## src/tws_pkg.sv

```systemverilog
`timescale 1ns / 1ps

package tws_pkg;

    localparam int MAX_REQUESTS  = 64;
    localparam int POSITION_BITS = 20;
    localparam int ID_W          = 16;
    localparam int WRAP_W        = 8;
    localparam int IDX_W         = $clog2(MAX_REQUESTS);
    localparam int CNT_W         = $clog2(MAX_REQUESTS + 1);
    localparam int CUR_W         = POSITION_BITS + 2;
    localparam int QUEUE_DEPTH   = 2;
    localparam int QPTR_W        = $clog2(QUEUE_DEPTH);
    localparam int QCNT_W        = $clog2(QUEUE_DEPTH + 1);

    typedef enum logic {
        OP_LOAD     = 1'b0,
        OP_SCHEDULE = 1'b1
    } op_t;

    typedef struct packed {
        logic                     action;
        logic [ID_W-1:0]          request_id;
        logic [WRAP_W-1:0]        request_wrap;
        logic [POSITION_BITS-1:0] start_position;
        logic [POSITION_BITS-1:0] end_position;
        logic [WRAP_W-1:0]        head_wrap;
        logic [POSITION_BITS-1:0] head_position;
    } cmd_word_t;

    typedef struct packed {
        logic [ID_W-1:0] scheduled_id;
        logic            last_of_run;
    } id_word_t;

    typedef struct packed {
        logic [ID_W-1:0]          id;
        logic [WRAP_W-1:0]        wrap;
        logic [POSITION_BITS-1:0] start_pos;
        logic [POSITION_BITS-1:0] end_pos;
    } entry_t;

    typedef struct packed {
        op_t                      op;
        logic                     forward;
        entry_t                   entry;
        logic [WRAP_W-1:0]        head_wrap;
        logic [POSITION_BITS-1:0] head_pos;
    } q_item_t;

endpackage

```

## src/tws_front.sv

```systemverilog
`timescale 1ns / 1ps

module tws_front
(
    input  logic                clk,
    input  logic                rst_n,
    input  logic                cmd_valid,
    output logic                cmd_ready,
    input  tws_pkg::cmd_word_t  cmd_word,
    output logic                q_valid,
    output tws_pkg::q_item_t    q_item,
    input  logic                q_pop
);

    tws_pkg::q_item_t                 slot_reg [tws_pkg::QUEUE_DEPTH];
    logic [tws_pkg::QPTR_W-1:0]       wr_ptr_reg, wr_ptr_next;
    logic [tws_pkg::QPTR_W-1:0]       rd_ptr_reg, rd_ptr_next;
    logic [tws_pkg::QCNT_W-1:0]       fill_reg, fill_next;
    tws_pkg::q_item_t                 item;
    logic                             push;
    logic                             pop;

    // classify the word
    always_comb
    begin
        item.op           = cmd_word.action ? tws_pkg::OP_SCHEDULE : tws_pkg::OP_LOAD;
        item.forward      = ~cmd_word.request_wrap[0];
        item.entry.id        = cmd_word.request_id;
        item.entry.wrap      = cmd_word.request_wrap;
        item.entry.start_pos = cmd_word.start_position;
        item.entry.end_pos   = cmd_word.end_position;
        item.head_wrap    = cmd_word.head_wrap;
        item.head_pos     = cmd_word.head_position;
    end

    assign cmd_ready = (fill_reg != tws_pkg::QCNT_W'(tws_pkg::QUEUE_DEPTH));
    assign push      = cmd_valid && cmd_ready;
    assign q_valid   = (fill_reg != '0);
    assign pop       = q_pop && q_valid;
    assign q_item    = slot_reg[rd_ptr_reg];

    always_comb
    begin
        wr_ptr_next = push ? wr_ptr_reg + 1'b1 : wr_ptr_reg;
        rd_ptr_next = pop ? rd_ptr_reg + 1'b1 : rd_ptr_reg;
        fill_next   = fill_reg;
        if (push && !pop)
        begin
            fill_next = fill_reg + 1'b1;
        end
        else if (pop && !push)
        begin
            fill_next = fill_reg - 1'b1;
        end
    end

    always_ff @(posedge clk or negedge rst_n)
    begin
        if (!rst_n)
        begin
            wr_ptr_reg <= '0;
            rd_ptr_reg <= '0;
            fill_reg   <= '0;
        end
        else
        begin
            wr_ptr_reg <= wr_ptr_next;
            rd_ptr_reg <= rd_ptr_next;
            fill_reg   <= fill_next;
        end
    end

    always_ff @(posedge clk)
    begin
        if (push)
        begin
            slot_reg[wr_ptr_reg] <= item;
        end
    end

endmodule

```

## src/tws_back.sv

```systemverilog
`timescale 1ns / 1ps

module tws_back
(
    input  logic               clk,
    input  logic               rst_n,
    input  logic               q_valid,
    input  tws_pkg::q_item_t   q_item,
    output logic               q_pop,
    output logic               id_valid,
    input  logic               id_ready,
    output tws_pkg::id_word_t  id_word
);

    localparam int IW = tws_pkg::IDX_W;
    localparam int CW = tws_pkg::CNT_W;
    localparam int PW = tws_pkg::POSITION_BITS;
    localparam int WW = tws_pkg::WRAP_W;
    localparam int UW = tws_pkg::CUR_W;

    typedef enum logic [3:0] {
        ST_IDLE = 4'b0001,
        ST_SCAN = 4'b0010,
        ST_TAKE = 4'b0100,
        ST_TURN = 4'b1000
    } state_t;

    state_t                           state_reg, state_next;
    tws_pkg::entry_t                  mem [tws_pkg::MAX_REQUESTS];
    logic                             mem_we;
    logic [IW-1:0]                    mem_waddr;

    logic [CW-1:0]                    count_reg, count_next;
    logic [CW-1:0]                    fwd_cnt_reg, fwd_cnt_next;
    logic [CW-1:0]                    rev_cnt_reg, rev_cnt_next;
    logic [CW-1:0]                    emitted_reg, emitted_next;
    logic [tws_pkg::MAX_REQUESTS-1:0] served_reg, served_next;

    logic [PW-1:0]                    top_start_reg, top_start_next;
    logic [WW-1:0]                    top_wrap_reg, top_wrap_next;
    logic [PW-1:0]                    low_start_reg, low_start_next;
    logic [WW-1:0]                    low_wrap_reg, low_wrap_next;

    logic signed [UW-1:0]             cursor_reg, cursor_next;
    logic [WW-1:0]                    cur_wrap_reg, cur_wrap_next;
    logic                             rev_pass_reg, rev_pass_next;
    logic                             have_p_reg, have_p_next;
    logic [PW-1:0]                    p_start_reg, p_start_next;
    logic [IW-1:0]                    p_idx_reg, p_idx_next;

    logic [CW-1:0]                    scan_addr_reg, scan_addr_next;
    logic                             rd_valid_reg, rd_valid_next;
    logic [IW-1:0]                    rd_idx_reg, rd_idx_next;
    tws_pkg::entry_t                  rd_entry_reg;

    logic                             best_found_reg, best_found_next;
    logic [IW-1:0]                    best_idx_reg, best_idx_next;
    tws_pkg::entry_t                  best_entry_reg, best_entry_next;
    logic [WW-1:0]                    best_dist_reg, best_dist_next;

    logic                             out_valid_reg, out_valid_next;
    tws_pkg::id_word_t                out_word_reg, out_word_next;

    logic signed [UW-1:0]             rd_pos;
    logic [WW-1:0]                    rd_dist;
    logic                             beyond;
    logic                             after_p;
    logic                             qual;
    logic                             better;
    logic                             last;
    logic                             take_fire;
    logic                             out_free;

    assign id_valid = out_valid_reg;
    assign id_word  = out_word_reg;
    assign out_free = !out_valid_reg || id_ready;
    assign last     = ((emitted_reg + CW'(1)) == count_reg);

    always_comb
    begin
        rd_pos  = $signed({2'b00, rd_entry_reg.start_pos});
        rd_dist = (rd_entry_reg.wrap > cur_wrap_reg) ? rd_entry_reg.wrap - cur_wrap_reg
                                                     : cur_wrap_reg - rd_entry_reg.wrap;
        if (!rev_pass_reg)
        begin
            beyond  = rd_pos > cursor_reg;
            after_p = !have_p_reg || (rd_entry_reg.start_pos > p_start_reg)
                      || ((rd_entry_reg.start_pos == p_start_reg) && (rd_idx_reg > p_idx_reg));
            better  = !best_found_reg || (rd_entry_reg.start_pos < best_entry_reg.start_pos)
                      || ((rd_entry_reg.start_pos == best_entry_reg.start_pos)
                          && (rd_dist < best_dist_reg));
        end
        else
        begin
            beyond  = rd_pos < cursor_reg;
            after_p = !have_p_reg || (rd_entry_reg.start_pos < p_start_reg)
                      || ((rd_entry_reg.start_pos == p_start_reg) && (rd_idx_reg < p_idx_reg));
            better  = !best_found_reg || (rd_entry_reg.start_pos > best_entry_reg.start_pos)
                      || ((rd_entry_reg.start_pos == best_entry_reg.start_pos)
                          && (rd_dist <= best_dist_reg));
        end
        qual = rd_valid_reg && (rd_entry_reg.wrap[0] == rev_pass_reg)
               && !served_reg[rd_idx_reg] && beyond && after_p;
    end

    always_comb
    begin
        state_next      = state_reg;
        mem_we          = 1'b0;
        mem_waddr       = count_reg[IW-1:0];
        q_pop           = 1'b0;
        take_fire       = 1'b0;
        count_next      = count_reg;
        fwd_cnt_next    = fwd_cnt_reg;
        rev_cnt_next    = rev_cnt_reg;
        emitted_next    = emitted_reg;
        served_next     = served_reg;
        top_start_next  = top_start_reg;
        top_wrap_next   = top_wrap_reg;
        low_start_next  = low_start_reg;
        low_wrap_next   = low_wrap_reg;
        cursor_next     = cursor_reg;
        cur_wrap_next   = cur_wrap_reg;
        rev_pass_next   = rev_pass_reg;
        have_p_next     = have_p_reg;
        p_start_next    = p_start_reg;
        p_idx_next      = p_idx_reg;
        scan_addr_next  = scan_addr_reg;
        rd_valid_next   = 1'b0;
        rd_idx_next     = rd_idx_reg;
        best_found_next = best_found_reg;
        best_idx_next   = best_idx_reg;
        best_entry_next = best_entry_reg;
        best_dist_next  = best_dist_reg;
        out_valid_next  = out_valid_reg && !id_ready;
        out_word_next   = out_word_reg;

        unique case (state_reg)
            ST_IDLE:
            begin
                if (q_valid)
                begin
                    q_pop = 1'b1;
                    if (q_item.op == tws_pkg::OP_LOAD)
                    begin
                        if (count_reg < CW'(tws_pkg::MAX_REQUESTS))
                        begin
                            mem_we     = 1'b1;
                            count_next = count_reg + CW'(1);
                            if (q_item.forward)
                            begin
                                fwd_cnt_next = fwd_cnt_reg + CW'(1);
                                if ((fwd_cnt_reg == '0)
                                    || (q_item.entry.start_pos < low_start_reg))
                                begin
                                    low_start_next = q_item.entry.start_pos;
                                    low_wrap_next  = q_item.entry.wrap;
                                end
                            end
                            else
                            begin
                                rev_cnt_next = rev_cnt_reg + CW'(1);
                                if ((rev_cnt_reg == '0)
                                    || (q_item.entry.start_pos >= top_start_reg))
                                begin
                                    top_start_next = q_item.entry.start_pos;
                                    top_wrap_next  = q_item.entry.wrap;
                                end
                            end
                        end
                    end
                    else if (count_reg != '0)
                    begin
                        cursor_next     = $signed({2'b00, q_item.head_pos});
                        cur_wrap_next   = q_item.head_wrap;
                        rev_pass_next   = 1'b0;
                        have_p_next     = 1'b0;
                        emitted_next    = '0;
                        scan_addr_next  = '0;
                        best_found_next = 1'b0;
                        state_next      = (fwd_cnt_reg != '0) ? ST_SCAN : ST_TURN;
                    end
                end
            end
            ST_SCAN:
            begin
                if (scan_addr_reg < count_reg)
                begin
                    scan_addr_next = scan_addr_reg + CW'(1);
                    rd_valid_next  = 1'b1;
                    rd_idx_next    = scan_addr_reg[IW-1:0];
                end
                if (qual && better)
                begin
                    best_found_next = 1'b1;
                    best_idx_next   = rd_idx_reg;
                    best_entry_next = rd_entry_reg;
                    best_dist_next  = rd_dist;
                end
                if ((scan_addr_reg == count_reg) && !rd_valid_reg)
                begin
                    state_next = best_found_reg ? ST_TAKE : ST_TURN;
                end
            end
            ST_TAKE:
            begin
                if (out_free)
                begin
                    take_fire                  = 1'b1;
                    out_valid_next             = 1'b1;
                    out_word_next.scheduled_id = best_entry_reg.id;
                    out_word_next.last_of_run  = last;
                    served_next[best_idx_reg]  = 1'b1;
                    cursor_next                = $signed({2'b00, best_entry_reg.end_pos});
                    cur_wrap_next              = best_entry_reg.wrap;
                    have_p_next                = 1'b1;
                    p_start_next               = best_entry_reg.start_pos;
                    p_idx_next                 = best_idx_reg;
                    emitted_next               = emitted_reg + CW'(1);
                    scan_addr_next             = '0;
                    best_found_next            = 1'b0;
                    if (last)
                    begin
                        served_next  = '0;
                        count_next   = '0;
                        fwd_cnt_next = '0;
                        rev_cnt_next = '0;
                        state_next   = ST_IDLE;
                    end
                    else
                    begin
                        state_next = ST_SCAN;
                    end
                end
            end
            ST_TURN:
            begin
                have_p_next     = 1'b0;
                scan_addr_next  = '0;
                best_found_next = 1'b0;
                state_next      = ST_SCAN;
                if ((!rev_pass_reg && (rev_cnt_reg != '0))
                    || (rev_pass_reg && (fwd_cnt_reg == '0)))
                begin
                    rev_pass_next = 1'b1;
                    cursor_next   = $signed({2'b00, top_start_reg}) + UW'(1);
                    cur_wrap_next = top_wrap_reg;
                end
                else
                begin
                    rev_pass_next = 1'b0;
                    cursor_next   = $signed({2'b00, low_start_reg}) - UW'(1);
                    cur_wrap_next = low_wrap_reg;
                end
            end
            default:
            begin
                state_next = ST_IDLE;
            end
        endcase
    end

    always_ff @(posedge clk or negedge rst_n)
    begin
        if (!rst_n)
        begin
            state_reg      <= ST_IDLE;
            count_reg      <= '0;
            fwd_cnt_reg    <= '0;
            rev_cnt_reg    <= '0;
            emitted_reg    <= '0;
            served_reg     <= '0;
            cursor_reg     <= '0;
            cur_wrap_reg   <= '0;
            rev_pass_reg   <= 1'b0;
            have_p_reg     <= 1'b0;
            scan_addr_reg  <= '0;
            rd_valid_reg   <= 1'b0;
            best_found_reg <= 1'b0;
            out_valid_reg  <= 1'b0;
        end
        else
        begin
            state_reg      <= state_next;
            count_reg      <= count_next;
            fwd_cnt_reg    <= fwd_cnt_next;
            rev_cnt_reg    <= rev_cnt_next;
            emitted_reg    <= emitted_next;
            served_reg     <= served_next;
            cursor_reg     <= cursor_next;
            cur_wrap_reg   <= cur_wrap_next;
            rev_pass_reg   <= rev_pass_next;
            have_p_reg     <= have_p_next;
            scan_addr_reg  <= scan_addr_next;
            rd_valid_reg   <= rd_valid_next;
            best_found_reg <= best_found_next;
            out_valid_reg  <= out_valid_next;
        end
    end

    always_ff @(posedge clk)
    begin
        if (mem_we)
        begin
            mem[mem_waddr] <= q_item.entry;
        end
        rd_entry_reg   <= mem[scan_addr_reg[IW-1:0]];
        rd_idx_reg     <= rd_idx_next;
        top_start_reg  <= top_start_next;
        top_wrap_reg   <= top_wrap_next;
        low_start_reg  <= low_start_next;
        low_wrap_reg   <= low_wrap_next;
        p_start_reg    <= p_start_next;
        p_idx_reg      <= p_idx_next;
        best_idx_reg   <= best_idx_next;
        best_entry_reg <= best_entry_next;
        best_dist_reg  <= best_dist_next;
        out_word_reg   <= out_word_next;
    end

    a_emitted_below_count: assert property (@(posedge clk) disable iff (!rst_n)
        (state_reg != ST_IDLE) |-> (emitted_reg < count_reg))
        else $error("emitted count reached batch size while busy");

    a_idle_nothing_served: assert property (@(posedge clk) disable iff (!rst_n)
        (state_reg == ST_IDLE) |-> (served_reg == '0))
        else $error("served marks left set in idle");

    a_no_double_take: assert property (@(posedge clk) disable iff (!rst_n)
        take_fire |-> !served_reg[best_idx_reg])
        else $error("request taken twice");

    a_last_ends_batch: assert property (@(posedge clk) disable iff (!rst_n)
        (take_fire && last) |=> ((state_reg == ST_IDLE) && (count_reg == '0)))
        else $error("batch not consumed after final word");

    a_count_bound: assert property (@(posedge clk) disable iff (!rst_n)
        count_reg <= CW'(tws_pkg::MAX_REQUESTS))
        else $error("load count beyond capacity");

endmodule

```

## src/tape_wrap_scan_scheduler.sv

```systemverilog
`timescale 1ns / 1ps
// Load words: one accepted per cycle while the queue has room; each waits in the front queue
// until the idle back end pops it into the store. Schedule of n loaded requests: each
// output word costs one scan of the store (all n entries through the single read port)
// plus the ST_TAKE state to hand it off, which waits while the output word is held;
// a pass that ends empty costs one scan plus the ST_TURN state.
// Reset clears the queue, counts and served marks; stored entries are not cleared.

module tape_wrap_scan_scheduler
(
    input  logic               clk,
    input  logic               rst_n,
    input  logic               cmd_valid,
    output logic               cmd_ready,
    input  tws_pkg::cmd_word_t cmd_word,
    output logic               id_valid,
    input  logic               id_ready,
    output tws_pkg::id_word_t  id_word
);

    logic              q_valid;
    logic              q_pop;
    tws_pkg::q_item_t  q_item;

    tws_front u_front
    (
        .clk       (clk),
        .rst_n     (rst_n),
        .cmd_valid (cmd_valid),
        .cmd_ready (cmd_ready),
        .cmd_word  (cmd_word),
        .q_valid   (q_valid),
        .q_item    (q_item),
        .q_pop     (q_pop)
    );

    tws_back u_back
    (
        .clk      (clk),
        .rst_n    (rst_n),
        .q_valid  (q_valid),
        .q_item   (q_item),
        .q_pop    (q_pop),
        .id_valid (id_valid),
        .id_ready (id_ready),
        .id_word  (id_word)
    );

endmodule

```

## config.mk

```make
export PLATFORM = sky130hd
export DESIGN_NAME = tape_wrap_scan_scheduler
export DESIGN_NICKNAME = d
export VERILOG_FILES = /design/src/tws_pkg.sv /design/src/tws_front.sv /design/src/tws_back.sv /design/src/tape_wrap_scan_scheduler.sv
export SDC_FILE = /design/constraint.sdc
export NUM_CORES = 2
export LEC_CHECK = 0
export BUFFER_PORTS_ARGS = -buffer_cell sky130_fd_sc_hd__buf_4
export CAP_MARGIN = 20
export CORE_MARGIN = 2
export CORE_UTILIZATION = 45
export DETAILED_ROUTE_END_ITERATION = 10
export PLACE_DENSITY = 0.59
export SLEW_MARGIN = 20
export SYNTH_ARGS = -nofsm -noshare
export SYNTH_HDL_FRONTEND = slang
export SYNTH_MEMORY_MAX_BITS = 65536
export SYNTH_SLANG_ARGS = --single-unit
```

## constraint.sdc

```tcl
create_clock -name clk -period 14.6 [get_ports clk]
set_input_delay 0 -clock clk [delete_from_list [all_inputs] [get_ports clk]]
set_output_delay 0 -clock clk [all_outputs]
set_load 0.01 [all_outputs]
```

==> summary.md <==
| Metric | Value |
|---|---|
| Row cnt | around 230 |
| Total Nets Final | between 8000 and 9000 |
| Asr flop ratio synth | under 10% |
| Post-cts resize count | 0 |
| Placer Congestion | 0.809 |
| CTS tree | yes |
| Required time worst endpoint | 15.17 ns |
| Synth Area per Inst | 23.3 sq um |
| CP peak stage delay | slightly below 0.9 ns |
| Crit path arrival time | 7.47 ns |
| Register area | around 140000 sq um |
| Core area | around 400000 sq um |
| Synth Instances | a little under 8000 |
| Pre-antenna DRT Iters | 7 |
| DR WL/cell | ~36 microns |
| Post-CTS setup buffer count | 0 |
| Unrepaired setup endpoints after global routing | no |
| #FFs+latches synth | 4673 |
| First-pass GRT wire length | 694 mm |
| Die width | ~640 microns |
| Area of the multi-input gates | just under 40000 sq um |
| Pin count of the biggest net entering global routing | about 130 |
| Seq/Total Area, Yosys | between 70% and 80% |
| Syn_nets | 7972 |
| Final Hold Viols | 0 |
| Pwr Density | approximately 140 nW/um^2 |
| Hold Path Class | input pin to async pin |
| Worst path slowest cell | o32ai_2 |
| Layout cells sized above 1 | 29.0% |
| Slew headroom | approximately a quarter |
| Post-layout minimum cycle time | slightly below 7 ns |
| Worst Skew | ~0.1 ns |
| Initial antenna violation count | 34 |
| Largest register FFs | a little over 4000 |
| Mapped cell area | around 180000 sq um |
| Vias per cell | between 6 and 7 |
| Final period utilization | between 40% and 50% |
| Residual DRC | 0 |
| Deepest clock path buffer count | 4 |
| Final wirelength | 500 mm |
| H-tree levels | 5 |
| Maximum vdd drop | between 0.0001 and 0.00015 V |
| Dpl hpwl | around 270 mm |
| # setup viols final | 0 |
| Remaining Overflow, GRT | 0 |
| Clock transition at path regs | approximately 0.060 ns |
| Max-capacitance violation count | 0 |
| Post-synthesis cell type count | approximately 80 |
| WS Path Type | flop to flop |
| IO Port Bufs | around 120 |
| Critical path, cell by cell | inv_1, ha_1, inv_1, fa_1, nand3_1, a21oi_1, o32ai_2, mux2_2, o21ai_0, a21oi_1, o21ai_0, xnor2_1, ha_1, nand4_1, a31oi_1, a211oi_1, nor2_1, nand2_1, o31a_1, a32oi_1, nor4_2, buf_4, buf_4 |
| Die Area | a little over 400000 sq um |
| CTS root buffer | clkbuf_16 |
| Fin. max-slew vios | 0 |
| Post-synth EDFFs | approximately 4500 |
| Clock latency on the worst-skew pair | 1.03 ns |
| CP max FO | 39 |
| CTS Hold Buffers Added | 193 |
| Critical Path End Type | flop |
| Vias in the first global route | 87100 |
| Starting Density | around 45% |
| Post-route ant nets | 0 |
| Gr usage total | 24.5% |
| Area added between synthesis and finish | 14.3% |
| Fillcell total | around 31000 |
| Utilization after layout | 51.6% |
| Iteration-0 DRC Markers | roughly 12000 |
| TNS Setup | 0 ns |
| # IOs | 116 |
| Prevailing post-synth register cell | edfxtp_1 |
| Worst-Margin Slew | around 1.1 ns |
| Pleak | around 65 nW |
| Outcome | completed |
| Yosys warning count | 0 |
| Vias | 86900 |
| CTS Buf Count | 465 |
| Max Fclk | between 0.1 and 0.15 GHz |
| Setup crit start kind | flop |
| Die Y | 636 microns |
| Clock sinks | 4673 |
-- power breakdown --
| part | total [mW] | switching [mW] | internal (mW) |
|---|---|---|---|
| clock | 11.7 | 5.12 | 6.60 |
| combinational | 1.01 | 0.856 | 0.156 |
| sequential | 15.4 | 0.0308 | 15.3 |
| total | 28.1 | 6.00 | 22.1 |
-- layer usage --
metal / routed length [microns] / up-vias / global-route usage, %
met5: 21 / - / 0
met4: 10800 / 4 / 5.12
met3: 40400 / 629 / 3.72
met2: 248000 / 4072 / 40.4
met1: 201000 / 48000 / 34.9
li1: - / 34200 / -
-- worst max-delay path, delay by kind of cell (launching register included) --
kind | cells | cell delay (ns)
compound gates | 9 | 2.51
xor+xnor | 1 | 0.18
fa+ha+maj | 3 | 0.80
buf+inv | 4 | 1.21
flops | 1 | 0.34
mux | 1 | 0.43
simple gates | 5 | 0.81
-- synthesized netlist by cell type, types with 32 or more instances --
cell / instances / area share [%]
mux2_2: 79 / 0.49
a21oi_1: 132 / 0.37
dfxtp_1: 64 / 0.71
xnor2_1: 45 / 0.22
edfxtp_1: 4467 / 75
o21ai_0: 72 / 0.20
dfrtp_1: 141 / 2.0
nand2_1: 126 / 0.26
buf_2: 104 / 0.29
mux4_2: 1350 / 17
nor2_1: 218 / 0.45
nand3_1: 43 / 0.12
clkbuf_1: 233 / 0.49
ha_1: 146 / 1.0
inv_1: 158 / 0.33
mux2i_1: 32 / 0.18
-- stage by stage --
stage	power [mW]	setup slack, ns	instance area [sq um]	hold slack [ns]	cells
detailed placement	16.6	7.79	189000	0.150	13000
global placement	16.5	7.65	188000	0.122	13000
global route	28.8	7.36	206000	0.183	14100
finish	28.1	7.70	206000	0.155	14100
CTS	28.3	7.72	205000	0.0981	14100
floorplan	16.1	2.78	180000	-0.296	7727
-- cells in the final DEF (no fill, tap or decap), drive strengths merged, types with 8 or more instances in the layout --
cell / Yosys / layout
dlygate4sd3: 0 / 192
a31oi: 12 / 12
edfxtp: 4467 / 4467
mux2i: 32 / 32
xor2: 13 / 13
nor2b: 13 / 13
buf: 128 / 365
ha: 146 / 146
inv: 158 / 168
a21oi: 132 / 132
nor2: 218 / 218
nand3: 43 / 43
diode: 0 / 16
a211oi: 17 / 17
o21ai: 74 / 74
o211ai: 9 / 9
nand2: 126 / 126
xnor2: 45 / 45
a21o: 12 / 12
mux4: 1364 / 1364
nor4: 9 / 9
nand2b: 8 / 8
a2111oi: 9 / 9
clkinvlp: 0 / 11
nor3: 23 / 23
dfrtp: 141 / 141
clkinv: 1 / 221
mux2: 79 / 79
o21a: 9 / 9
nand4: 24 / 24
bufinv: 0 / 31
and3: 10 / 10
clkbuf: 233 / 597
dfxtp: 64 / 64
a221oi: 20 / 20
-- layout make-up --
cell class	count	area share [%]
multi-input combinational	2534	19.2
tap	5265	3.20
timing repair buffer	557	2.39
sequential	4673	67.6
clock buffer	597	6.08
clock inverter	272	1.19
inverter	159	0.291
antenna	16	0.0195
-- worst paths after layout --
path,from,endpoint,slack [ns],cells past startpoint
hold / removal,rst_n,u_back.served_reg[5]$_DFFE_PN0P_,0.16,4
max in group asynchronous,rst_n,u_back.cur_wrap_reg[1]$_DFFE_PN0P_,13.70,4
setup reg to reg,u_back.rd_entry_reg[40]$_DFF_P_,u_back.best_entry_reg[52]$_DFFE_PP_,7.70,23
min in group clk,cmd_word[67],u_front.slot_reg[0][67]$_DFFE_PP_,0.27,3
setup / recovery,u_back.rd_entry_reg[40]$_DFF_P_,u_back.best_entry_reg[52]$_DFFE_PP_,7.70,23
hold reg to reg,u_back.rd_entry_reg[63]$_DFF_P_,u_back.best_entry_reg[63]$_DFFE_PP_,0.40,0
-- logic make-up after synthesis --
| kind of cell | count (synthesis) | share of synthesized area [%] |
|---|---|---|
| AO/OA/AOI/OAI | 336 | 1.16 |
| adder cells (fa/ha/maj) | 148 | 1.04 |
| AND/OR/NAND/NOR | 513 | 1.31 |
| flip-flops | 4673 | 77.2 |
| XOR/XNOR | 62 | 0.332 |
| multiplexers | 1475 | 17.8 |
| buffers and inverters | 520 | 1.19 |
(Power assumes the default switching activity.)
